## src/hdl/assert_macros.svh

```systemverilog
// Assertion macros shared by the RTL; define NO_ASSERTIONS to drop them.
`ifndef ASSERT_MACROS_SVH
`define ASSERT_MACROS_SVH

`ifndef NO_ASSERTIONS
// Implication property on a clock, disabled while reset is asserted (active low).
`define ASSERT_PROP(lbl, clk, rstn, prop, msg) \
    lbl: assert property (@(posedge clk) disable iff (!rstn) prop) else $error(msg);
// Condition that must never be seen on a clock edge outside reset.
`define ASSERT_NEVER(lbl, clk, rstn, cond, msg) \
    lbl: assert property (@(posedge clk) disable iff (!rstn) !(cond)) else $error(msg);
`else
`define ASSERT_PROP(lbl, clk, rstn, prop, msg)
`define ASSERT_NEVER(lbl, clk, rstn, cond, msg)
`endif

`endif

```

## src/hdl/kss_pkg.sv

```systemverilog
// Shared types and constants of the k-th smallest select unit.
`timescale 1ns / 1ps
`default_nettype none

package kss_pkg;

    localparam int DATA_W        = 32;
    localparam int RANK_W        = 7;
    localparam int STATUS_W      = 2;
    localparam int MAX_ITEMS_DEF = 64;

    typedef logic [STATUS_W-1:0] kss_status_t;

    localparam kss_status_t STATUS_OK       = 2'd0;
    localparam kss_status_t STATUS_RANGE    = 2'd1;
    localparam kss_status_t STATUS_OVERFLOW = 2'd2;

    // Controller to datapath
    typedef struct packed {
        logic        store;       // write input value, bump count or flag overflow
        logic        cap_rank;    // latch rank of the closing item
        logic        clear;       // empty the set
        logic        cand_start;  // candidate index to zero
        logic        cand_next;   // advance candidate index
        logic        scan_start;  // scan index and tallies to zero
        logic        scan_step;   // read one element and advance scan index
        logic        load_out;    // load result register
        kss_status_t out_status;  // status for the result register
    } kss_cmd_t;

    // Datapath to controller
    typedef struct packed {
        logic ovf;        // an item was dropped in this set
        logic rank_bad;   // rank zero or beyond count
        logic scan_last;  // scan index at last stored element
        logic found;      // candidate holds rank k
    } kss_stat_t;

endpackage

`default_nettype wire

```

## src/hdl/kss_dpath.sv

```systemverilog
// Datapath: element memory, set count, candidate scan and result register.
`timescale 1ns / 1ps
`default_nettype none

module kss_dpath #(
    parameter int MAX_ITEMS = kss_pkg::MAX_ITEMS_DEF
) (
    input  wire logic                             aclk,
    input  wire logic                             aresetn,
    input  wire kss_pkg::kss_cmd_t                cmd,
    output kss_pkg::kss_stat_t                    stat,
    input  wire logic signed [kss_pkg::DATA_W-1:0] s_value,
    input  wire logic [kss_pkg::RANK_W-1:0]       s_rank,
    output logic signed [kss_pkg::DATA_W-1:0]     m_selected,
    output kss_pkg::kss_status_t                  m_status
);
    import kss_pkg::*;

    localparam int IW = $clog2(MAX_ITEMS);
    localparam int CW = $clog2(MAX_ITEMS + 1);
    localparam int KW = (CW > RANK_W) ? CW : RANK_W;
    localparam int SW = KW + 1;

    logic signed [DATA_W-1:0] mem [MAX_ITEMS];

    logic [CW-1:0]            count_reg;
    logic                     ovf_reg;
    logic [RANK_W-1:0]        rank_reg;
    logic [IW-1:0]            cand_reg;
    logic [IW-1:0]            scan_reg;
    logic [CW-1:0]            less_reg;
    logic [CW-1:0]            eq_reg;
    logic                     b_valid_reg;
    logic signed [DATA_W-1:0] cand_data_reg;
    logic signed [DATA_W-1:0] scan_data_reg;
    logic signed [DATA_W-1:0] m_selected_reg;
    kss_status_t              m_status_reg;

    logic          is_full;
    logic [SW-1:0] k_ext;
    logic [SW-1:0] upto_sum;

    assign is_full  = (count_reg == CW'(MAX_ITEMS));
    assign k_ext    = SW'(rank_reg);
    assign upto_sum = SW'(less_reg) + SW'(eq_reg);

    // Element memory: one write port, two registered read ports
    always_ff @(posedge aclk) begin
        if (cmd.store && !is_full) begin
            mem[count_reg[IW-1:0]] <= s_value;
        end
        cand_data_reg <= mem[cand_reg];
        scan_data_reg <= mem[scan_reg];
    end

    always_ff @(posedge aclk) begin
        if (!aresetn) begin
            count_reg   <= '0;
            ovf_reg     <= 1'b0;
            b_valid_reg <= 1'b0;
        end else begin
            b_valid_reg <= cmd.scan_step;
            if (cmd.clear) begin
                count_reg <= '0;
                ovf_reg   <= 1'b0;
            end else if (cmd.store) begin
                if (is_full) begin
                    ovf_reg <= 1'b1;
                end else begin
                    count_reg <= count_reg + CW'(1);
                end
            end
        end
    end

    always_ff @(posedge aclk) begin
        if (cmd.cap_rank) begin
            rank_reg <= s_rank;
        end
        if (cmd.cand_start) begin
            cand_reg <= '0;
        end else if (cmd.cand_next) begin
            cand_reg <= cand_reg + IW'(1);
        end
        if (cmd.scan_start) begin
            scan_reg <= '0;
        end else if (cmd.scan_step) begin
            scan_reg <= scan_reg + IW'(1);
        end
        // tally elements below and equal to the candidate
        if (cmd.scan_start) begin
            less_reg <= '0;
            eq_reg   <= '0;
        end else if (b_valid_reg) begin
            if (scan_data_reg < cand_data_reg) begin
                less_reg <= less_reg + CW'(1);
            end else if (scan_data_reg == cand_data_reg) begin
                eq_reg <= eq_reg + CW'(1);
            end
        end
        if (cmd.load_out) begin
            m_status_reg   <= cmd.out_status;
            m_selected_reg <= (cmd.out_status == STATUS_OK) ? cand_data_reg : '0;
        end
    end

    assign stat.ovf       = ovf_reg;
    assign stat.rank_bad  = (rank_reg == '0) || (KW'(rank_reg) > KW'(count_reg));
    assign stat.scan_last = (CW'(scan_reg) == (count_reg - CW'(1)));
    assign stat.found     = (k_ext > SW'(less_reg)) && (k_ext <= upto_sum);

    assign m_selected = m_selected_reg;
    assign m_status   = m_status_reg;

endmodule

`default_nettype wire

```

## src/hdl/kss_ctrl.sv

```systemverilog
// Controller: input acceptance and the candidate-by-candidate rank search.
`timescale 1ns / 1ps
`default_nettype none

module kss_ctrl (
    input  wire logic               aclk,
    input  wire logic               aresetn,
    input  wire logic               s_valid,
    output logic                    s_ready,
    input  wire logic               s_last,
    output logic                    m_valid,
    input  wire logic               m_ready,
    output kss_pkg::kss_cmd_t       cmd,
    input  wire kss_pkg::kss_stat_t stat
);
    import kss_pkg::*;

    typedef enum logic [2:0] {
        ST_IDLE,
        ST_DECIDE,
        ST_CAND_RD,
        ST_SCAN,
        ST_DRAIN,
        ST_CHECK
    } state_t;

    state_t state_reg, state_next;
    logic   m_valid_reg, m_valid_next;
    logic   out_free;

    assign out_free = !m_valid_reg || m_ready;

    always_comb begin
        cmd          = '0;
        state_next   = state_reg;
        m_valid_next = m_valid_reg && !m_ready;
        s_ready      = 1'b0;
        case (state_reg)
            ST_IDLE: begin
                s_ready = 1'b1;
                if (s_valid) begin
                    cmd.store    = 1'b1;
                    cmd.cap_rank = s_last;
                    if (s_last) begin
                        state_next = ST_DECIDE;
                    end
                end
            end
            ST_DECIDE: begin
                if (stat.ovf || stat.rank_bad) begin
                    if (out_free) begin
                        cmd.load_out   = 1'b1;
                        cmd.out_status = stat.ovf ? STATUS_OVERFLOW : STATUS_RANGE;
                        cmd.clear      = 1'b1;
                        m_valid_next   = 1'b1;
                        state_next     = ST_IDLE;
                    end
                end else begin
                    cmd.cand_start = 1'b1;
                    state_next     = ST_CAND_RD;
                end
            end
            ST_CAND_RD: begin
                cmd.scan_start = 1'b1;
                state_next     = ST_SCAN;
            end
            ST_SCAN: begin
                cmd.scan_step = 1'b1;
                if (stat.scan_last) begin
                    state_next = ST_DRAIN;
                end
            end
            ST_DRAIN: begin
                state_next = ST_CHECK;
            end
            ST_CHECK: begin
                if (stat.found) begin
                    if (out_free) begin
                        cmd.load_out   = 1'b1;
                        cmd.out_status = STATUS_OK;
                        cmd.clear      = 1'b1;
                        m_valid_next   = 1'b1;
                        state_next     = ST_IDLE;
                    end
                end else begin
                    cmd.cand_next = 1'b1;
                    state_next    = ST_CAND_RD;
                end
            end
            default: begin
                state_next = ST_IDLE;
            end
        endcase
    end

    always_ff @(posedge aclk) begin
        if (!aresetn) begin
            state_reg   <= ST_IDLE;
            m_valid_reg <= 1'b0;
        end else begin
            state_reg   <= state_next;
            m_valid_reg <= m_valid_next;
        end
    end

    assign m_valid = m_valid_reg;

endmodule

`default_nettype wire

```

## src/hdl/kth_smallest_select_unit.sv

```systemverilog
// Top level of the k-th smallest select unit.
//
// Input channel (s_): one signed value per transfer, added to the current set.
// The transfer with s_last high closes the set; its s_rank gives k (one-based).
// Result channel (m_): one transfer per closed set, m_selected holding the
// k-th smallest value (duplicates counted) and m_status ok, rank out of range
// or overflow. Values beyond MAX_ITEMS are dropped; the set then reports
// overflow with m_selected zero. The set is emptied once the result is loaded.
// Non-closing items are accepted one per cycle while no search is running. A
// closing item with a bad rank or a seen overflow goes straight to its result;
// otherwise candidates are tried in stored order up to the first stored copy of
// the answer. Each candidate is compared against the set through the second read
// port of the element memory, one element per cycle.
// Reset (aresetn low, synchronous) empties the set and drops any pending result.
// A result waiting on m_ready does not block new values; the search for the
// next set holds before loading its result until the output register is free.
`timescale 1ns / 1ps
`default_nettype none

module kth_smallest_select_unit #(
    parameter int MAX_ITEMS = kss_pkg::MAX_ITEMS_DEF
) (
    input  wire logic                              aclk,
    input  wire logic                              aresetn,
    input  wire logic                              s_valid,
    output logic                                   s_ready,
    input  wire logic signed [kss_pkg::DATA_W-1:0] s_value,
    input  wire logic [kss_pkg::RANK_W-1:0]        s_rank,
    input  wire logic                              s_last,
    output logic                                   m_valid,
    input  wire logic                              m_ready,
    output logic signed [kss_pkg::DATA_W-1:0]      m_selected,
    output logic [kss_pkg::STATUS_W-1:0]           m_status
);
    import kss_pkg::*;

    kss_cmd_t  dp_cmd;
    kss_stat_t dp_stat;

    // Sequencer: accepts values, walks candidates, loads the result
    kss_ctrl u_ctrl (
        .aclk    (aclk),
        .aresetn (aresetn),
        .s_valid (s_valid),
        .s_ready (s_ready),
        .s_last  (s_last),
        .m_valid (m_valid),
        .m_ready (m_ready),
        .cmd     (dp_cmd),
        .stat    (dp_stat)
    );

    // Element memory, tallies and result register
    kss_dpath #(
        .MAX_ITEMS (MAX_ITEMS)
    ) u_dpath (
        .aclk       (aclk),
        .aresetn    (aresetn),
        .cmd        (dp_cmd),
        .stat       (dp_stat),
        .s_value    (s_value),
        .s_rank     (s_rank),
        .m_selected (m_selected),
        .m_status   (m_status)
    );

`include "assert_macros.svh"

    // A failed selection never carries a value
    `ASSERT_PROP(a_zero_on_error, aclk, aresetn, (m_valid && (m_status != STATUS_OK)) |-> (m_selected == '0), "selected not zero on error status")
    // Closing a set always leaves the idle state, so input stalls next cycle
    `ASSERT_PROP(a_busy_after_last, aclk, aresetn, (s_valid && s_ready && s_last) |=> !s_ready, "input still ready after closing transfer")
    // A non-closing value never raises a result
    `ASSERT_PROP(a_no_spurious_result, aclk, aresetn, (s_valid && s_ready && !s_last && !m_valid) |=> !m_valid, "result raised by non-closing transfer")
    // Status codes stay within the defined set
    `ASSERT_NEVER(a_status_code, aclk, aresetn, m_valid && (m_status != STATUS_OK) && (m_status != STATUS_RANGE) && (m_status != STATUS_OVERFLOW), "undefined status code")

endmodule

`default_nettype wire
```

## config.mk

```make
export PLATFORM = sky130hd
export DESIGN_NAME = kth_smallest_select_unit
export DESIGN_NICKNAME = d
export VERILOG_FILES = /design/src/hdl/kss_pkg.sv /design/src/hdl/kss_dpath.sv /design/src/hdl/kss_ctrl.sv /design/src/hdl/kth_smallest_select_unit.sv
export VERILOG_INCLUDE_DIRS = /design/src /design/src/hdl
export SDC_FILE = /design/constraint.sdc
export NUM_CORES = 2
export LEC_CHECK = 0
export ABC_AREA = 1
export ABC_CLOCK_PERIOD_IN_PS = 8189
export BUFFER_PORTS_ARGS = -buffer_cell sky130_fd_sc_hd__clkbuf_2
export CAP_MARGIN = 10
export CORE_UTILIZATION = 35
export CTS_CLUSTER_SIZE = 28
export DETAILED_ROUTE_END_ITERATION = 6
export PLACE_DENSITY = 0.5
export SYNTH_ARGS = -nofsm -noshare
export SYNTH_HDL_FRONTEND = slang
export SYNTH_SLANG_ARGS = --single-unit
```

## constraint.sdc

```tcl
create_clock -name aclk -period 8.19 [get_ports aclk]
set_input_delay 0.819 -clock aclk [delete_from_list [all_inputs] [get_ports aclk]]
set_output_delay 0.819 -clock aclk [all_outputs]
set_load 0.02 [all_outputs]
```

== Word-level counts from Yosys, hierarchy flattened ==
Memories as Yosys holds them, arrays and structs flattened. A register that Yosys moved wholly into a read port is not among the register bits.
Cells that the tools add are included.

* $add $sub $neg: 7
* Order comparisons: 4
* Equality and inequality tests: 11
* Muxes and demuxes: 32
* Bitwise operators: 3
* Reductions and logical operators: 18

{| class="wikitable"
|+ Operators with widths
! kind !! count
|-
| 32-bit equality test || 1
|-
| 32-bit < comparator || 1
|-
| 3-bit two-way mux || 10
|-
| 7-bit by 1-bit adder with 7-bit output, second input constant || 3
|-
| 3-bit case mux with 6 select lines || 1
|-
| 1-bit two-way mux || 15
|-
| 7-bit > comparator || 2
|-
| 6-bit by 1-bit adder with 6-bit output, second input constant || 2
|-
| 7-bit by 7-bit adder with 8-bit output || 1
|-
| 7-bit by 8-bit <= comparator with 1-bit output || 1
|-
| 6-bit by 7-bit equality test with 1-bit output || 1
|-
| 7-bit equality test, second input constant || 1
|-
| 7-bit logical NOT || 1
|-
| 7-bit by 1-bit subtractor with 7-bit output, second input constant || 1
|-
| 3-bit by 2-bit equality test with 1-bit output, second input constant || 2
|-
| 3-bit equality test, second input constant || 2
|-
| 2-bit two-way mux || 3
|-
| 2-bit inequality test, second input constant || 3
|-
| 3-bit case mux with 2 select lines || 1
|-
| 2-bit AND reduction || 3
|-
| 3-bit AND reduction || 2
|-
| 1-bit case mux with 2 select lines || 2
|-
| 3-bit by 1-bit equality test with 1-bit output, second input constant || 1
|-
| 1-bit logical AND || 3
|-
| other kinds (6) || 12
|}

* Flip-flop bits (word level): 80
* RAM bits: 2,048
* Output and inout port bits: 36
* Memories kept: 1

{| class="wikitable"
|+ Memory list
! name !! depth !! width !! read ports !! clocked after memory_dff !! write ports !! RTL line !! source
|-
| u_dpath.mem || 64 || 32 || 2 || 2 || 1 || kss_dpath.sv:24 || <nowiki>logic signed [DATA_W-1:0] mem [MAX_ITEMS];</nowiki>
|}

== Longest topological paths before layout ==
* Depth after elaboration: 6
* Mapped depth: 19
* Mapped depth without buffers: 19

== Cells and area by module ==
From an unflattened synthesis, not the netlist that was laid out.

* Cell total of the unflattened synthesis: 10,753
* Area total of the unflattened synthesis: 106,851.2 um^2

{| class="wikitable"
|+ By module, submodules not included
! module !! times used !! cells each !! area an instance (um^2)
|-
| kss_dpath || 1 || 10,697 || 106,488.4
|-
| kss_ctrl || 1 || 56 || 362.8
|}

== Worst setup path after synthesis ==
Ideal clock, no wire load.

* Path type: register to register
* Start: reg u_dpath.count_reg[0]
* End: mem u_dpath.mem[23][0] (enable)
* Data arrival time: 3,730 ps
* Required time: 7,729 ps
* Slack: 3,999 ps
* Stages on the path, launching flop included: 11
* Path buffers: 1
* Period minus slack after synthesis: 4,191 ps
* Path through: dfxtp_1 inv_1 ha_1 nand4_1 nor2_1 inv_1 nand3_2 inv_1 buf_4 nand3_1 nor3_1

* Cells in the longest elaborated chain, start to end: 5

{| class="wikitable"
|+ Ends and longest elaborated chain
! what !! RTL line !! source
|-
| from (decl) || kss_dpath.sv:26 || <nowiki>logic [CW-1:0] count_reg;</nowiki>
|-
| from (signal assigned) || kss_dpath.sv:70 || <nowiki>count_reg <= count_reg + CW'(1);</nowiki>
|-
| 7-bit equality test || kss_dpath.sv:43 || <nowiki>assign is_full = (count_reg == CW'(MAX_ITEMS));</nowiki>
|-
| 1-bit logical NOT || kss_dpath.sv:49 || <nowiki>if (cmd.store && !is_full) begin</nowiki>
|-
| 1-bit logical AND || kss_dpath.sv:49 ||
|-
| 1-bit two-way mux || kss_dpath.sv:49 ||
|-
| 1-bit two-way mux (not written as such) || kss_dpath.sv:50 || <nowiki>mem[count_reg[IW-1:0]] <= s_value;</nowiki>
|-
| to (decl) || kss_dpath.sv:24 ||
|}

Several ways; a longest one is shown, not always the timed one.

==> metrics.md <==
| Metric | Value |
|---|---|
| Max Slew Vio Count | `0` |
| Total track usage | `27.2%` |
| GRT Residual Overflow | `0` |
| Place WS | `3.84 ns` |
| DRC | `6` |
| DR vias/cell | `5.99` |
| Leak | `39.2 nW` |
| CP endpoint kind | `flip-flop` |
| Post-synth cell types | `44` |
| Simple-gate area share of the yosys netlist | `10.6%` |
| Chip width | `554 µm` |
| Synth Cell Area | `0.107 mm²` |
| Largest family of logic cells by synthesized area | `compound AO/OA/AOI/OAI gates` |
| Cts hold-fix bufs | `0` |
| Adder-cell share of the synthesized area | `0.794%` |
| Failing checks | `design-rule violations` |
| Worst setup margin | `3.64 ns` |
| RSZ-0062 raised after global routing | `no` |
| Starting density of the core | `35.2%` |
| Multiplexer share of the synthesized area | `0%` |
| PostCTS Resize Cnt | `0` |
| Post-Route WL | `433000 µm` |
| Final core occ | `39.1%` |
| Final instance area | `0.118 mm²` |
| Mapped Nets | `10.9k` |
| Crit Path Class | `reg -> reg` |
| Final count of hold timing violations | `0` |
| Number of global-route vias before repair | `81.0k` |
| Post-Synthesis Cells | `10.8k` |
| Max FFs per register | `2048` |
| Worst reg2reg path startpoint | `u_dpath.scan_reg[1]$_SDFFE_PP0P_` |
| Finished Layout Cells | `14.7k` |
| Worst-path fanout max | `118` |
| Worst relative slew slack | `8.32%` |
| FF+latch count, synth | `2192` |
| Clock-pin slew on the worst setup and hold paths | `0.07 ns` |
| Layout area overhead | `11.2%` |
| Synth Area in Compound Gates | `20.7%` |
| Seq/Total Area, Yosys | `60.8%` |
| F_max | `0.220 GHz` |
| Max cap viols | `0` |
| Setup_tns | `0 ns` |
| WL/cell | `29.5 µm` |
| Post-route ant nets | `0` |
| CP required | `8.89 ns` |
| Area occupied by multi-input gates | `0.0348 mm²` |
| Htree depth | `4` |
| Clk Latency, worst-skew pair | `0.96 ns` |
| Worst r2r path cells | `9` |
| Share of cells above drive strength 1 | `7.11%` |
| Status | `complete, but fails checks` |
| EDFF count, synth | `2089` |
| CTS root buf | `clkbuf_16` |
| Final Skew | `0.0708 ns` |
| Max VDD drop | `0.412 mV` |
| Die ar. | `0.307 mm²` |
| DP HPWL | `243000 µm` |
| Cell Area, Placed | `0.110 mm²` |
| Pre-antenna DRT Iters | `7` |
| Number of I/O pins | `80` |
| YS warnings | `0` |
| Reg-to-reg slack, setup | `3.64 ns` |
| FF+latch area | `0.0648 mm²` |
| Main flop type after synthesis | `edfxtp_1` |
| Starting DRT DRC Count | `12.6k` |
| Metal1 wirelength | `176000 µm` |
| Worst Hold Launch | `s_rank[4]` |
| Reg2Reg Capture Point | `u_dpath.scan_data_reg[6]$_DFF_P_` |
| Core area | `0.303 mm²` |
| Num CTS Buffers | `247` |
| Critical Path AT | `5.25 ns` |
| DR top layer | `met5` |
| Mean Syn Cell Area | `9.88 µm²` |
| Setup violators final | `0` |
| CP Launch Type | `flip-flop` |
| TritonCTS clock tree | `done` |
| Chip Height | `554 µm` |
| Met2 wire length | `191000 µm` |
| Final Wtd Congestion | `0.885` |
| First-pass GRT wire length | `604000 µm` |
| Pwr dens | `304 mW/mm²` |
| Post-CTS Setup Repair Bufs | `0` |
| Via count | `87.8k` |
| Fin crit period | `4.55 ns` |
| Inst Count DP | `14.2k` |
| Clock Sinks | `2192` |
| Largest net degree at the start of global routing | `243` |
| Overall Power | `36.0 mW` |
| Worst Hold End | `u_dpath.rank_reg[4]$_DFFE_PP_` |
| Initial antenna violation count | `18` |
| CTS max path bufs | `4` |
| Worst hold path depth | `1` |
| Hold crit path type | `in -> reg` |
| Fill cell count | `29.1k` |
| Final Cycle Share | `55.6%` |
| Final hold slack | `0.0719 ns` |
| XOR/XNOR share of the synthesized area | `0.156%` |
| Port bufs | `79` |
| Final nets | `10.6k` |
| Row cnt | `202` |
| Async SR Flop Fraction | `0%` |
| Worst slew pin tran | `1.38 ns` |
| Met3 WL post-DR | `42600 µm` |
==> layout make-up <==
class                   count  area share [%]
clock buffers             336            5.71
multi-input cells        6847            29.4
clock inverters           121            1.05
inverters                 872            2.82
diodes                      8          0.0169
well taps                3978            4.20
repair buffers            299            2.05
flip-flops and latches   2192            54.7
==> worst max-delay path: stages, from the launching register on <==
cell and delay (ns):
dfxtp_4 0.87, buf_4 0.70, buf_12 0.50, a21oi_1 0.07, o21ai_0 0.11, nand3_1 0.12, nand3_1 0.21, nand2_1 0.14
o311ai_0 1.02, nand2_1 0.33
==> synthesized netlist by cell type, types with 2 or more instances <==
cell type  count  area share [%]
buf_1         84            0.30
dfxtp_1      103             1.9
a31oi_1       24            0.14
o31ai_1       11           0.078
a22o_1         4           0.033
o211ai_1     507             3.6
nand2_2        2           0.012
buf_2        327             1.5
o311ai_0       6           0.049
nor3_2         3           0.028
nor2_1       731             2.6
clkbuf_1     385             1.4
inv_2          8           0.028
nand3_1      709             3.3
and3_1         2           0.012
xor2_1        14            0.12
inv_1        859             3.0
o21ai_0     2053             9.6
xnor2_1        5           0.041
edfxtp_1    2089              59
nand4_1      104            0.61
nor3_1        19           0.089
o21a_1         4           0.028
nand2_1     1098             3.9
buf_6         47            0.50
o211ai_2       3           0.035
ha_1          66            0.78
nand3_2        2           0.019
buf_4         27            0.19
o311ai_1      16            0.13
a21oi_1     1271             6.0
o21ai_1       81            0.38
o22ai_1      102            0.60
nor4_1         3           0.018
clkinv_1       4           0.014
==> per-layer routing <==
layer  vias up  global-route usage [%]
met5         -                       0
met4         6                    13.2
met1     43500                    36.7
li1      38300                       -
met2      5070                    41.8
met3       952                    5.23
==> report_power, final <==
part	switching, mW	internal, mW
clock network	4.76	6.45
registers	0.436	12.6
logic	8.69	3.11
total	13.9	22.1
==> logic make-up (layout without fill, tap and decap cells) <==
group,count (synthesis),in the layout
AOI/OAI and AO/OA,4086,4086
and+or+nand+nor,2675,2675
DFF,2192,2192
buffers and inverters,1743,1628
adders and majority gates,67,67
xor gates and xnor gates,19,19
other,0,8
==> layout by cell type (no fill, tap or decap), types with 14 or more instances in the layout <==
cell type	synthesis	layout
edfxtp_1	2089	2089
o21ai_0	2053	2053
a21oi_1	1271	1271
nand2_1	1098	1098
inv_1	859	852
nand3_1	709	709
nor2_1	731	668
o211ai_1	507	507
clkbuf_16	0	248
buf_4	27	196
nand4_1	104	104
o22ai_1	102	102
dfxtp_1	103	93
o21ai_1	81	81
ha_1	66	66
clkbuf_1	385	65
clkbuf_2	1	64
nor2_4	0	63
clkinv_2	0	47
clkinv_1	4	42
buf_12	0	28
a31oi_1	24	24
clkbuf_8	0	23
bufinv_16	0	22
o311ai_1	16	17
nor3_1	19	15
xor2_1	14	14
==> how the worst max path moves through the flow <==
| stage | cells past startpoint | to | from |
|---|---|---|---|
| 5_1_grt | 10 | u_dpath.mem[32][24]$_DFFE_PP_ | u_dpath.count_reg[0]$_SDFFE_PP0P_ |
| 4_1_cts | 9 | u_dpath.scan_data_reg[6]$_DFF_P_ | u_dpath.scan_reg[1]$_SDFFE_PP0P_ |
| 3_3_place_gp | 9 | u_dpath.scan_data_reg[6]$_DFF_P_ | u_dpath.scan_reg[1]$_SDFFE_PP0P_ |
| 2_1_floorplan | 10 | u_dpath.mem[23][0]$_DFFE_PP_ | u_dpath.count_reg[0]$_SDFFE_PP0P_ |
| 3_5_place_dp | 9 | u_dpath.scan_data_reg[6]$_DFF_P_ | u_dpath.scan_reg[1]$_SDFFE_PP0P_ |
| 6_report | 9 | u_dpath.scan_data_reg[6]$_DFF_P_ | u_dpath.scan_reg[1]$_SDFFE_PP0P_ |
Power figures use the tool's default switching activity.
